`src/rtl/swrt_pkg.sv`:
```
// ----------------------------------------------------------------------------
// swrt_pkg
// Shared constants, codes and types of the retransmit tracker.
// ----------------------------------------------------------------------------
package swrt_pkg;

    localparam int RING_DEPTH = 64;   // power of two
    localparam int MAX_WINDOW = 32;
    localparam int SLOT_W     = $clog2(RING_DEPTH);
    localparam int WIN_W      = $clog2(MAX_WINDOW + 1);
    localparam int CFG_ADDR_W = 3;

    localparam logic [0:0] REG_ARQ_MODE = 1'd0;
    localparam logic [0:0] REG_SEND_WIN = 1'd1;

    localparam logic [2:0] ACT_STORE     = 3'd0;
    localparam logic [2:0] ACT_UPDATE    = 3'd1;
    localparam logic [2:0] ACT_FRESH     = 3'd2;
    localparam logic [2:0] ACT_EXPIRED   = 3'd3;
    localparam logic [2:0] ACT_NEXT_DL   = 3'd4;

    localparam logic [1:0] KIND_DATA = 2'd0;
    localparam logic [1:0] KIND_ACK  = 2'd1;
    localparam logic [1:0] KIND_EOT  = 2'd2;

    localparam logic [1:0] STAT_OK        = 2'd0;
    localparam logic [1:0] STAT_RANGE     = 2'd1;
    localparam logic [1:0] STAT_NO_ACTIVE = 2'd2;

    localparam logic       MODE_GBN = 1'b0;

    typedef enum logic [1:0] {
        ST_IDLE,
        ST_EXEC,
        ST_SCAN,
        ST_RESULT
    } fsm_state_t;

    typedef struct packed {
        logic [1:0]  kind;
        logic [8:0]  length;
        logic [31:0] deadline;
    } entry_t;

    typedef struct packed {
        logic             mode;
        logic [WIN_W-1:0] window;
    } cfg_t;

    typedef struct packed {
        logic [1:0]  status;
        logic        found;
        logic [15:0] found_seq;
        logic [31:0] earliest;
        logic [15:0] base;
    } res_t;

    function automatic logic [WIN_W-1:0] eff_window(input logic [5:0] ws);
        int w;
        w = int'(ws);
        if (w < 1) w = 1;
        if (w > MAX_WINDOW) w = MAX_WINDOW;
        if (w > RING_DEPTH) w = RING_DEPTH;
        return WIN_W'(w);
    endfunction

endpackage

```
`src/rtl/sliding_window_retransmit_tracker.sv`:
```
// ----------------------------------------------------------------------------
// sliding_window_retransmit_tracker
// Sender-side send-window tracker for go-back-N or selective-repeat ARQ.
// ----------------------------------------------------------------------------
// Input channel (s_*): one item per action: store, update window, find
// fresh, find expired, next deadline. Result channel (m_*): one item per
// input item, in order.
// Store, out-of-range update, non-ACK update and unknown actions go from
// acceptance to the result with no scan. Scanning actions walk the full
// window (W = effective window size, 1..32); find scans stop early at the
// first hit, selective-repeat update at the first entry that is not an
// ACK, go-back-N update at the acked offset. The rate is set by the entry
// RAM read port: one entry is read per cycle, checked in the following one.
// One item is in work at a time. A finished result sits in an output
// register, so the next item is accepted while m_valid waits on m_ready;
// a result that finds the register still full holds until it drains.
// Reset clears all valid bits, the window base, arq_mode (go-back-N) and
// the window length (10) at once; no clearing pass is needed.
// Configuration is an APB port, arq_mode at 0x0, window length at 0x4.
// ----------------------------------------------------------------------------
module sliding_window_retransmit_tracker (
    input  logic                            aclk,
    input  logic                            aresetn,
    input  logic                            psel,
    input  logic                            penable,
    input  logic                            pwrite,
    input  logic [swrt_pkg::CFG_ADDR_W-1:0] paddr,
    input  logic [31:0]                     pwdata,
    output logic [31:0]                     prdata,
    output logic                            pready,
    input  logic                            s_valid,
    output logic                            s_ready,
    input  logic [2:0]                      s_action,
    input  logic [15:0]                     s_seq_num,
    input  logic [1:0]                      s_pkt_type,
    input  logic [8:0]                      s_payload_len,
    input  logic [31:0]                     s_deadline_in,
    input  logic [31:0]                     s_now_time,
    output logic                            m_valid,
    input  logic                            m_ready,
    output logic [1:0]                      m_status,
    output logic                            m_found,
    output logic [15:0]                     m_found_seq,
    output logic [31:0]                     m_earliest_deadline,
    output logic [15:0]                     m_window_base_out
);

    swrt_pkg::cfg_t   cfg;
    swrt_pkg::res_t   res;
    swrt_pkg::entry_t ram_wdata;
    swrt_pkg::entry_t ram_rdata;
    logic                        res_valid;
    logic                        res_ready;
    logic                        ram_we;
    logic [swrt_pkg::SLOT_W-1:0] ram_waddr;
    logic [swrt_pkg::SLOT_W-1:0] ram_raddr;

    swrt_cfg u_cfg (
        .aclk    (aclk),
        .aresetn (aresetn),
        .psel    (psel),
        .penable (penable),
        .pwrite  (pwrite),
        .paddr   (paddr),
        .pwdata  (pwdata),
        .prdata  (prdata),
        .pready  (pready),
        .cfg     (cfg)
    );

    swrt_ram #(
        .WIDTH ($bits(swrt_pkg::entry_t)),
        .DEPTH (swrt_pkg::RING_DEPTH)
    ) u_entry_ram (
        .aclk  (aclk),
        .we    (ram_we),
        .waddr (ram_waddr),
        .wdata (ram_wdata),
        .raddr (ram_raddr),
        .rdata (ram_rdata)
    );

    swrt_engine u_engine (
        .aclk          (aclk),
        .aresetn       (aresetn),
        .cfg           (cfg),
        .s_valid       (s_valid),
        .s_ready       (s_ready),
        .s_action      (s_action),
        .s_seq_num     (s_seq_num),
        .s_pkt_type    (s_pkt_type),
        .s_payload_len (s_payload_len),
        .s_deadline_in (s_deadline_in),
        .s_now_time    (s_now_time),
        .ram_we        (ram_we),
        .ram_waddr     (ram_waddr),
        .ram_wdata     (ram_wdata),
        .ram_raddr     (ram_raddr),
        .ram_rdata     (ram_rdata),
        .res           (res),
        .res_valid     (res_valid),
        .res_ready     (res_ready)
    );

    swrt_out u_out (
        .aclk                (aclk),
        .aresetn             (aresetn),
        .res                 (res),
        .res_valid           (res_valid),
        .res_ready           (res_ready),
        .m_valid             (m_valid),
        .m_ready             (m_ready),
        .m_status            (m_status),
        .m_found             (m_found),
        .m_found_seq         (m_found_seq),
        .m_earliest_deadline (m_earliest_deadline),
        .m_window_base_out   (m_window_base_out)
    );

endmodule

```
`src/rtl/swrt_ram.sv`:
```
// ----------------------------------------------------------------------------
// swrt_ram
// Generic simple dual-port RAM, one write port, one registered read port.
// ----------------------------------------------------------------------------
module swrt_ram #(
    parameter int WIDTH = 8,
    parameter int DEPTH = 64
) (
    input  logic                     aclk,
    input  logic                     we,
    input  logic [$clog2(DEPTH)-1:0] waddr,
    input  logic [WIDTH-1:0]         wdata,
    input  logic [$clog2(DEPTH)-1:0] raddr,
    output logic [WIDTH-1:0]         rdata
);

    logic [WIDTH-1:0] mem [DEPTH];

    always_ff @(posedge aclk) begin
        if (we) begin
            mem[waddr] <= wdata;
        end
        rdata <= mem[raddr];
    end

endmodule

```
`src/rtl/swrt_cfg.sv`:
```
// ----------------------------------------------------------------------------
// swrt_cfg
// APB register file: ARQ mode and window size.
// ----------------------------------------------------------------------------
module swrt_cfg (
    input  logic                            aclk,
    input  logic                            aresetn,
    input  logic                            psel,
    input  logic                            penable,
    input  logic                            pwrite,
    input  logic [swrt_pkg::CFG_ADDR_W-1:0] paddr,
    input  logic [31:0]                     pwdata,
    output logic [31:0]                     prdata,
    output logic                            pready,
    output swrt_pkg::cfg_t                  cfg
);

    logic       mode_reg;
    logic [5:0] window_reg;
    logic [0:0] reg_idx;
    logic       wr_en;

    assign pready  = 1'b1;
    assign reg_idx = paddr[swrt_pkg::CFG_ADDR_W-1:2];
    assign wr_en   = psel && penable && pwrite;

    always_ff @(posedge aclk) begin
        if (!aresetn) begin
            mode_reg   <= 1'b0;
            window_reg <= 6'd10;
        end else if (wr_en) begin
            case (reg_idx)
                swrt_pkg::REG_ARQ_MODE: mode_reg   <= pwdata[0];
                swrt_pkg::REG_SEND_WIN: window_reg <= pwdata[5:0];
                default: ;
            endcase
        end
    end

    always_comb begin
        case (reg_idx)
            swrt_pkg::REG_ARQ_MODE: prdata = {31'd0, mode_reg};
            swrt_pkg::REG_SEND_WIN: prdata = {26'd0, window_reg};
            default:                prdata = 32'd0;
        endcase
    end

    assign cfg.mode   = mode_reg;
    assign cfg.window = swrt_pkg::eff_window(window_reg);

endmodule

```
`src/rtl/swrt_engine.sv`:
```
// ----------------------------------------------------------------------------
// swrt_engine
// Action sequencer: entry valid bits, window base, and the per-entry scan
// over the entry RAM (one read issued per cycle, checked the next).
// ----------------------------------------------------------------------------
module swrt_engine (
    input  logic                        aclk,
    input  logic                        aresetn,
    input  swrt_pkg::cfg_t              cfg,
    input  logic                        s_valid,
    output logic                        s_ready,
    input  logic [2:0]                  s_action,
    input  logic [15:0]                 s_seq_num,
    input  logic [1:0]                  s_pkt_type,
    input  logic [8:0]                  s_payload_len,
    input  logic [31:0]                 s_deadline_in,
    input  logic [31:0]                 s_now_time,
    output logic                        ram_we,
    output logic [swrt_pkg::SLOT_W-1:0] ram_waddr,
    output swrt_pkg::entry_t            ram_wdata,
    output logic [swrt_pkg::SLOT_W-1:0] ram_raddr,
    input  swrt_pkg::entry_t            ram_rdata,
    output swrt_pkg::res_t              res,
    output logic                        res_valid,
    input  logic                        res_ready
);

    localparam int SW = swrt_pkg::SLOT_W;
    localparam int WW = swrt_pkg::WIN_W;
    localparam logic [15:0] RING_LIMIT = 16'(swrt_pkg::RING_DEPTH);

    swrt_pkg::fsm_state_t state_reg, state_next;

    logic [swrt_pkg::RING_DEPTH-1:0] valid_reg;
    logic [15:0]   base_reg;
    logic [WW-1:0] idx_reg;
    logic [2:0]    act_reg;
    logic [15:0]   seq_reg;
    logic [15:0]   off_reg;
    logic [1:0]    kind_reg;
    logic [8:0]    len_reg;
    logic [31:0]   dl_reg;
    logic [31:0]   now_reg;
    logic [1:0]    status_reg;
    logic          found_reg;
    logic [15:0]   fseq_reg;
    logic [31:0]   early_reg;

    logic [SW-1:0] base_slot;
    logic [SW-1:0] chk_slot;
    logic          chk_valid;
    logic [WW-1:0] idx_inc;
    logic          idx_last;
    logic          store_ok;
    logic          upd_in_range;
    logic          need_scan;
    logic          is_ack;
    logic          hit;
    logic          hit_dl;
    logic          scan_stop;
    logic          clear_en;
    logic [15:0]   base_next;
    logic [15:0]   cur_seq;

    assign base_slot    = base_reg[SW-1:0];
    assign chk_slot     = base_slot + SW'(idx_reg);
    assign chk_valid    = valid_reg[chk_slot];
    assign idx_inc      = idx_reg + 1'b1;
    assign idx_last     = (idx_inc == cfg.window);
    assign cur_seq      = base_reg + 16'(idx_reg);
    assign store_ok     = off_reg < RING_LIMIT;
    assign upd_in_range = off_reg < 16'(cfg.window);
    assign is_ack       = chk_valid && (ram_rdata.kind == swrt_pkg::KIND_ACK);

    always_comb begin
        case (act_reg)
            swrt_pkg::ACT_UPDATE:
                need_scan = upd_in_range && (kind_reg == swrt_pkg::KIND_ACK);
            swrt_pkg::ACT_FRESH, swrt_pkg::ACT_EXPIRED, swrt_pkg::ACT_NEXT_DL:
                need_scan = 1'b1;
            default:
                need_scan = 1'b0;
        endcase
    end

    always_comb begin
        hit       = 1'b0;
        hit_dl    = 1'b0;
        scan_stop = 1'b0;
        clear_en  = 1'b0;
        base_next = base_reg;
        case (act_reg)
            swrt_pkg::ACT_UPDATE: begin
                if (cfg.mode == swrt_pkg::MODE_GBN) begin
                    clear_en  = 1'b1;
                    scan_stop = (idx_reg == off_reg[WW-1:0]);
                    base_next = base_reg + off_reg + 16'd1;
                end else begin
                    clear_en  = is_ack;
                    scan_stop = !is_ack || idx_last;
                    base_next = is_ack ? base_reg + 16'(idx_inc)
                                       : base_reg + 16'(idx_reg);
                end
            end
            swrt_pkg::ACT_FRESH: begin
                hit = chk_valid && (ram_rdata.kind == swrt_pkg::KIND_DATA) &&
                      (ram_rdata.length != 9'd0) && (ram_rdata.deadline == 32'd0);
                scan_stop = hit || idx_last;
            end
            swrt_pkg::ACT_EXPIRED: begin
                hit = chk_valid && (ram_rdata.deadline != 32'd0) &&
                      (ram_rdata.deadline <= now_reg);
                scan_stop = hit || idx_last;
            end
            swrt_pkg::ACT_NEXT_DL: begin
                hit_dl = chk_valid &&
                         ((ram_rdata.kind == swrt_pkg::KIND_DATA) ||
                          (ram_rdata.kind == swrt_pkg::KIND_EOT)) &&
                         (ram_rdata.deadline != 32'd0) &&
                         (!found_reg || (ram_rdata.deadline < early_reg));
                scan_stop = idx_last;
            end
            default: scan_stop = 1'b1;
        endcase
    end

    // next state
    always_comb begin
        state_next = state_reg;
        case (state_reg)
            swrt_pkg::ST_IDLE:   if (s_valid) state_next = swrt_pkg::ST_EXEC;
            swrt_pkg::ST_EXEC:   state_next = need_scan ? swrt_pkg::ST_SCAN
                                                        : swrt_pkg::ST_RESULT;
            swrt_pkg::ST_SCAN:   if (scan_stop) state_next = swrt_pkg::ST_RESULT;
            swrt_pkg::ST_RESULT: if (res_ready) state_next = swrt_pkg::ST_IDLE;
            default:             state_next = swrt_pkg::ST_IDLE;
        endcase
    end

    // outputs
    always_comb begin
        s_ready   = (state_reg == swrt_pkg::ST_IDLE);
        res_valid = (state_reg == swrt_pkg::ST_RESULT);
        ram_we    = (state_reg == swrt_pkg::ST_EXEC) &&
                    (act_reg == swrt_pkg::ACT_STORE) && store_ok;
        ram_waddr = seq_reg[SW-1:0];
        ram_wdata.kind     = kind_reg;
        ram_wdata.length   = len_reg;
        ram_wdata.deadline = dl_reg;
        ram_raddr = (state_reg == swrt_pkg::ST_SCAN) ? chk_slot + 1'b1 : base_slot;
        res.status    = status_reg;
        res.found     = found_reg;
        res.found_seq = fseq_reg;
        res.earliest  = early_reg;
        res.base      = base_reg;
    end

    always_ff @(posedge aclk) begin
        if (!aresetn) begin
            state_reg <= swrt_pkg::ST_IDLE;
            valid_reg <= '0;
            base_reg  <= 16'd0;
        end else begin
            state_reg <= state_next;
            if (ram_we) begin
                valid_reg[seq_reg[SW-1:0]] <= 1'b1;
            end
            if (state_reg == swrt_pkg::ST_SCAN && act_reg == swrt_pkg::ACT_UPDATE &&
                clear_en) begin
                valid_reg[chk_slot] <= 1'b0;
            end
            if (state_reg == swrt_pkg::ST_SCAN && act_reg == swrt_pkg::ACT_UPDATE &&
                scan_stop) begin
                base_reg <= base_next;
            end
        end
    end

    always_ff @(posedge aclk) begin
        case (state_reg)
            swrt_pkg::ST_IDLE: begin
                act_reg    <= s_action;
                seq_reg    <= s_seq_num;
                off_reg    <= s_seq_num - base_reg;
                kind_reg   <= s_pkt_type;
                len_reg    <= s_payload_len;
                dl_reg     <= s_deadline_in;
                now_reg    <= s_now_time;
                idx_reg    <= '0;
                status_reg <= swrt_pkg::STAT_OK;
                found_reg  <= 1'b0;
                fseq_reg   <= 16'd0;
                early_reg  <= 32'd0;
            end
            swrt_pkg::ST_EXEC: begin
                if ((act_reg == swrt_pkg::ACT_STORE && !store_ok) ||
                    (act_reg == swrt_pkg::ACT_UPDATE && !upd_in_range)) begin
                    status_reg <= swrt_pkg::STAT_RANGE;
                end
            end
            swrt_pkg::ST_SCAN: begin
                idx_reg <= idx_inc;
                if (hit) begin
                    found_reg <= 1'b1;
                    fseq_reg  <= cur_seq;
                end
                if (hit_dl) begin
                    found_reg <= 1'b1;
                    fseq_reg  <= cur_seq;
                    early_reg <= ram_rdata.deadline;
                end
                if (act_reg == swrt_pkg::ACT_NEXT_DL && scan_stop &&
                    !found_reg && !hit_dl) begin
                    status_reg <= swrt_pkg::STAT_NO_ACTIVE;
                end
            end
            default: ;
        endcase
    end

endmodule

```
`src/rtl/swrt_out.sv`:
```
// ----------------------------------------------------------------------------
// swrt_out
// Output register of the result channel.
// ----------------------------------------------------------------------------
module swrt_out (
    input  logic           aclk,
    input  logic           aresetn,
    input  swrt_pkg::res_t res,
    input  logic           res_valid,
    output logic           res_ready,
    output logic           m_valid,
    input  logic           m_ready,
    output logic [1:0]     m_status,
    output logic           m_found,
    output logic [15:0]    m_found_seq,
    output logic [31:0]    m_earliest_deadline,
    output logic [15:0]    m_window_base_out
);

    logic           valid_reg;
    swrt_pkg::res_t data_reg;

    assign res_ready = !valid_reg || m_ready;

    always_ff @(posedge aclk) begin
        if (!aresetn) begin
            valid_reg <= 1'b0;
        end else if (res_ready) begin
            valid_reg <= res_valid;
        end
    end

    always_ff @(posedge aclk) begin
        if (res_ready && res_valid) begin
            data_reg <= res;
        end
    end

    assign m_valid             = valid_reg;
    assign m_status            = data_reg.status;
    assign m_found             = data_reg.found;
    assign m_found_seq         = data_reg.found_seq;
    assign m_earliest_deadline = data_reg.earliest;
    assign m_window_base_out   = data_reg.base;

endmodule

```
`config.mk`:
```
export PLATFORM = sky130hd
export DESIGN_NAME = sliding_window_retransmit_tracker
export DESIGN_NICKNAME = d
export VERILOG_FILES = /design/src/rtl/swrt_pkg.sv /design/src/rtl/sliding_window_retransmit_tracker.sv /design/src/rtl/swrt_ram.sv /design/src/rtl/swrt_cfg.sv /design/src/rtl/swrt_engine.sv /design/src/rtl/swrt_out.sv
export SDC_FILE = /design/constraint.sdc
export NUM_CORES = 2
export LEC_CHECK = 0
export BUFFER_PORTS_ARGS = -buffer_cell sky130_fd_sc_hd__buf_4
export CAP_MARGIN = 30
export CORE_MARGIN = 5
export CORE_UTILIZATION = 32
export CTS_BUF_LIST = sky130_fd_sc_hd__clkbuf_16
export CTS_CLUSTER_DIAMETER = 30
export DETAILED_ROUTE_END_ITERATION = 8
export GPL_TIMING_DRIVEN = 0
export HOLD_SLACK_MARGIN = 0.15
export PLACE_DENSITY_LB_ADDON = 0.2
export SLEW_MARGIN = 0
export SYNTH_ARGS = -nofsm -noshare
export SYNTH_HDL_FRONTEND = slang
export SYNTH_HIERARCHICAL = 1
export SYNTH_SLANG_ARGS = --single-unit
```
`constraint.sdc`:
```
create_clock -name aclk -period 7.1 [get_ports aclk]
set_input_delay 1.42 -clock aclk [delete_from_list [all_inputs] [get_ports aclk]]
set_output_delay 1.42 -clock aclk [all_outputs]
set_load 0.02 [all_outputs]
```
==> results.cfg <==
[status]
outcome = finished clean

[setup_path]
cp.required_ps = 7910
cp_slowest_stage_delay_ps = 750
timing_worst_setup_path_type = flip-flop to flip-flop
critPathCaptureType = flip-flop
cpMostUsedCell = sky130_fd_sc_hd__a21oi_1
timing.critical_path.from_type = flip-flop
arrival_ps = 7730
path_cells = ha_1 > fa_1 > buf_2 > nand2_1 > nor2_2 > nand3_1 > xnor2_1 > a21oi_2 > nand2b_1 > buf_1 > clkbuf_1 > o221ai_1 > a21oi_1 > a21oi_1 > nor2_1
critPathMaxFanout = 18
cp_slowest_cell = sky130_fd_sc_hd__clkbuf_1

[global_routing]
grt_pass1_wl_mm = 589
grtUsageTotal_pct = 21.8
antenna_found_initial = 30
grt_max_degree = 68
grt_overflow_total = 0
first_global_vias = 69400

[sta]
worst-slew-pin-transition_ps = 1110
hold_viol = 0
drv_slew = 0
worst_hold_slack_ps = 414
period_needed_ps = 6920
finalSetupTns_ps = 0
max_freq_mhz = 144
finalSetupViolations = 0
rsz_0062_raised_after_global_routing = no
postLayoutSetupSlackWorst_ps = 177
slew-limit-headroom_pct = 25.8
timing.final.crit_share_pct = 97.5
finClkSkew_ps = 56.2

[finish]
area_delta_synth_final_pct = 29.5
multiInputGateArea_sq_mm = 0.0284
largest_register_ff_count = 2752
num-nets-final = 7407
finish.utilization_pct = 41.6
stdcell_count = 12700
drive_gt1_share_pct = 33.7
final.fill_count = 33200
final-seq-area_sq_mm = 0.0920
finish.instance_area_sq_mm = 0.158

[clocking]
cts.root.buffer_cell = sky130_fd_sc_hd__clkbuf_16
clkSlewWorstSetupHoldPaths_ps = 40
clock_sink_count = 3109
cts_max_path_buffers = 4
cts_buffers = 611
cts_post_setup_buffers_inserted = 0
clock_tree.htree_level_count = 6
hold_buffers = 0
clock_latency_ps = 1030
cts_tree = yes

[placed_design]
globalplace.congestion = 0.829
post_dp_cell_area_sq_mm = 0.137
placedCellCount = 11500
dp_worst_setup_slack_ps = -894
post-dp-hpwl_mm = 308
port_buffers = 182

[job]
max_cap_viol_count = 0

[power]
p_per_area_mw_per_mm2 = 400
vdd.ir_drop.worst_mv = 0.245
p_leak_nw = 51.7
design_power_total_mw = 63.1

[die]
die_height_um = 627
core.rowCount = 226
die_outline_area_sq_mm = 0.393
placeableCoreArea_sq_mm = 0.379
initial_util_pct = 32.1
io_pins = 238
chipWidth_um = 627

[route]
route.antenna.remaining_nets = 0
post-route-drc-count = 0
num_vias = 69500
wl_per_cell_um = 34.5
initialDrtViolationCount = 8464
drt-vias-per-instance = 5.48
routed_wirelength_mm = 437
drt_pre_antenna_iters = 5

[synth]
post_synth.cell_area_avg_sq_um = 20.4
proportion_of_register_bits_with_asynchronous_set_or_reset_after_synthesis_pct = 0
synth_enable_flop_cells = 2976
post_syn_area_sq_mm = 0.122
count_of_synthesis_stage_warnings_from_yosys = 6
dominantRegCellSynth = sky130_fd_sc_hd__edfxtp_1
yosysUniqueCellTypes = 96
syn-instance-count = 5987
synth.yosys.seq_area_share_pct = 75.5
synth.ff_latch_count = 3109

[hold_path]
path_category_of_the_worst_min_delay_check = flip-flop to flip-flop
==> synth_stat cells, types with 27 or more instances <==
cell type / instances / area, sq um
sky130_fd_sc_hd__nand2_1: 94 / 353
sky130_fd_sc_hd__clkbuf_1: 138 / 518
sky130_fd_sc_hd__and2_1: 56 / 350
sky130_fd_sc_hd__mux4_2: 733 / 16500
sky130_fd_sc_hd__o221ai_1: 33 / 289
sky130_fd_sc_hd__buf_2: 94 / 470
sky130_fd_sc_hd__xnor2_1: 44 / 385
sky130_fd_sc_hd__o22ai_1: 154 / 963
sky130_fd_sc_hd__nor3_1: 49 / 245
sky130_fd_sc_hd__o21ai_0: 135 / 676
sky130_fd_sc_hd__nor2b_1: 38 / 238
sky130_fd_sc_hd__mux2i_1: 103 / 1030
sky130_fd_sc_hd__dfxtp_1: 133 / 2660
sky130_fd_sc_hd__edfxtp_1: 2976 / 89400
sky130_fd_sc_hd__buf_4: 56 / 420
sky130_fd_sc_hd__buf_1: 27 / 101
sky130_fd_sc_hd__nor2_1: 297 / 1110
sky130_fd_sc_hd__nand3_1: 42 / 210
sky130_fd_sc_hd__ha_1: 116 / 1450
sky130_fd_sc_hd__a21oi_1: 200 / 1000
sky130_fd_sc_hd__inv_1: 113 / 424
sky130_fd_sc_hd__mux2_2: 64 / 721
==> final cells by class <==
type | instances | share of cell area, %
clock inverters | 498 | 3.20
flip-flops and latches | 3109 | 58.3
inverters | 114 | 0.271
multi-input cells | 2463 | 18.0
plain buffers | 325 | 1.06
repair buffers | 527 | 5.39
clock buffers | 618 | 9.79
diodes | 8 | 0.0127
well taps | 5016 | 3.97
==> critical path: cells and delay by family, from the launching register on <==
kind                       cells  cell delay [ps]
AOI/OAI and AO/OA              4             1390
xor gates and xnor gates       1              180
buffers and inverters          3             1860
adders and majority gates      2              900
DFF                            1              530
and+or+nand+nor                5             1830
==> cell families (layout without fill, tap and decap cells) <==
logic type	count (synthesis)	after routing	share of synthesized area, %
xor+xnor	61	61	0.457
mux	904	904	15.0
compound gates	632	632	3.15
fa+ha+maj	120	120	1.26
other cells	2	35	0.00616
buf+inv	440	2082	1.69
flops	3109	3109	75.5
simple gates	719	719	2.92
==> per-layer routing <==
metal  wire length [um]  track usage (%)  up-vias
met2             203000             34.3     3763
met1             181000             30.4    37600
li1                   -                -    27300
met3              38500             4.33      716
met5                 77                0        -
met4              14500             7.04       12
==> final timing paths <==
path,from,end,slack [ps],cells after the start
worst min-delay path,u_engine/fseq_reg[6],u_out/m_found_seq[6],410,0
worst max register to register,u_engine/idx_reg[0],u_entry_ram/rdata[41],180,15
worst min register to register,u_engine/fseq_reg[6],u_out/m_found_seq[6],410,0
worst max-delay path,u_engine/idx_reg[0],u_entry_ram/rdata[41],180,15
==> layout by cell type (no fill, tap or decap), types with 55 or more instances in the layout <==
cell	n
sky130_fd_sc_hd__a21oi_1	198
sky130_fd_sc_hd__and2_1	56
sky130_fd_sc_hd__buf_12	147
sky130_fd_sc_hd__buf_16	111
sky130_fd_sc_hd__buf_2	103
sky130_fd_sc_hd__buf_4	244
sky130_fd_sc_hd__bufinv_16	70
sky130_fd_sc_hd__clkbuf_1	116
sky130_fd_sc_hd__clkbuf_16	618
sky130_fd_sc_hd__clkinv_1	96
sky130_fd_sc_hd__clkinv_2	99
sky130_fd_sc_hd__clkinvlp_4	55
sky130_fd_sc_hd__dfxtp_1	133
sky130_fd_sc_hd__edfxtp_1	2976
sky130_fd_sc_hd__ha_1	115
sky130_fd_sc_hd__inv_1	188
sky130_fd_sc_hd__mux2_2	64
sky130_fd_sc_hd__mux2i_1	103
sky130_fd_sc_hd__mux4_2	733
sky130_fd_sc_hd__nand2_1	94
sky130_fd_sc_hd__nor2_1	232
sky130_fd_sc_hd__nor2_4	62
sky130_fd_sc_hd__o21ai_0	135
sky130_fd_sc_hd__o22ai_1	154
==> repair_timing <==
item	in CTS	in global routing
pin swaps	0	0
endpoints found under the setup margin	42	2
resized for setup	6	2
==> where the power goes <==
group          leakage, nW  internal [mW]  switching [mW]
logic                 13.5           4.33            7.53
clock network         10.2           18.5            9.89
registers             28.0           22.2           0.737
No activity file was read; power rests on OpenSTA's default activity.
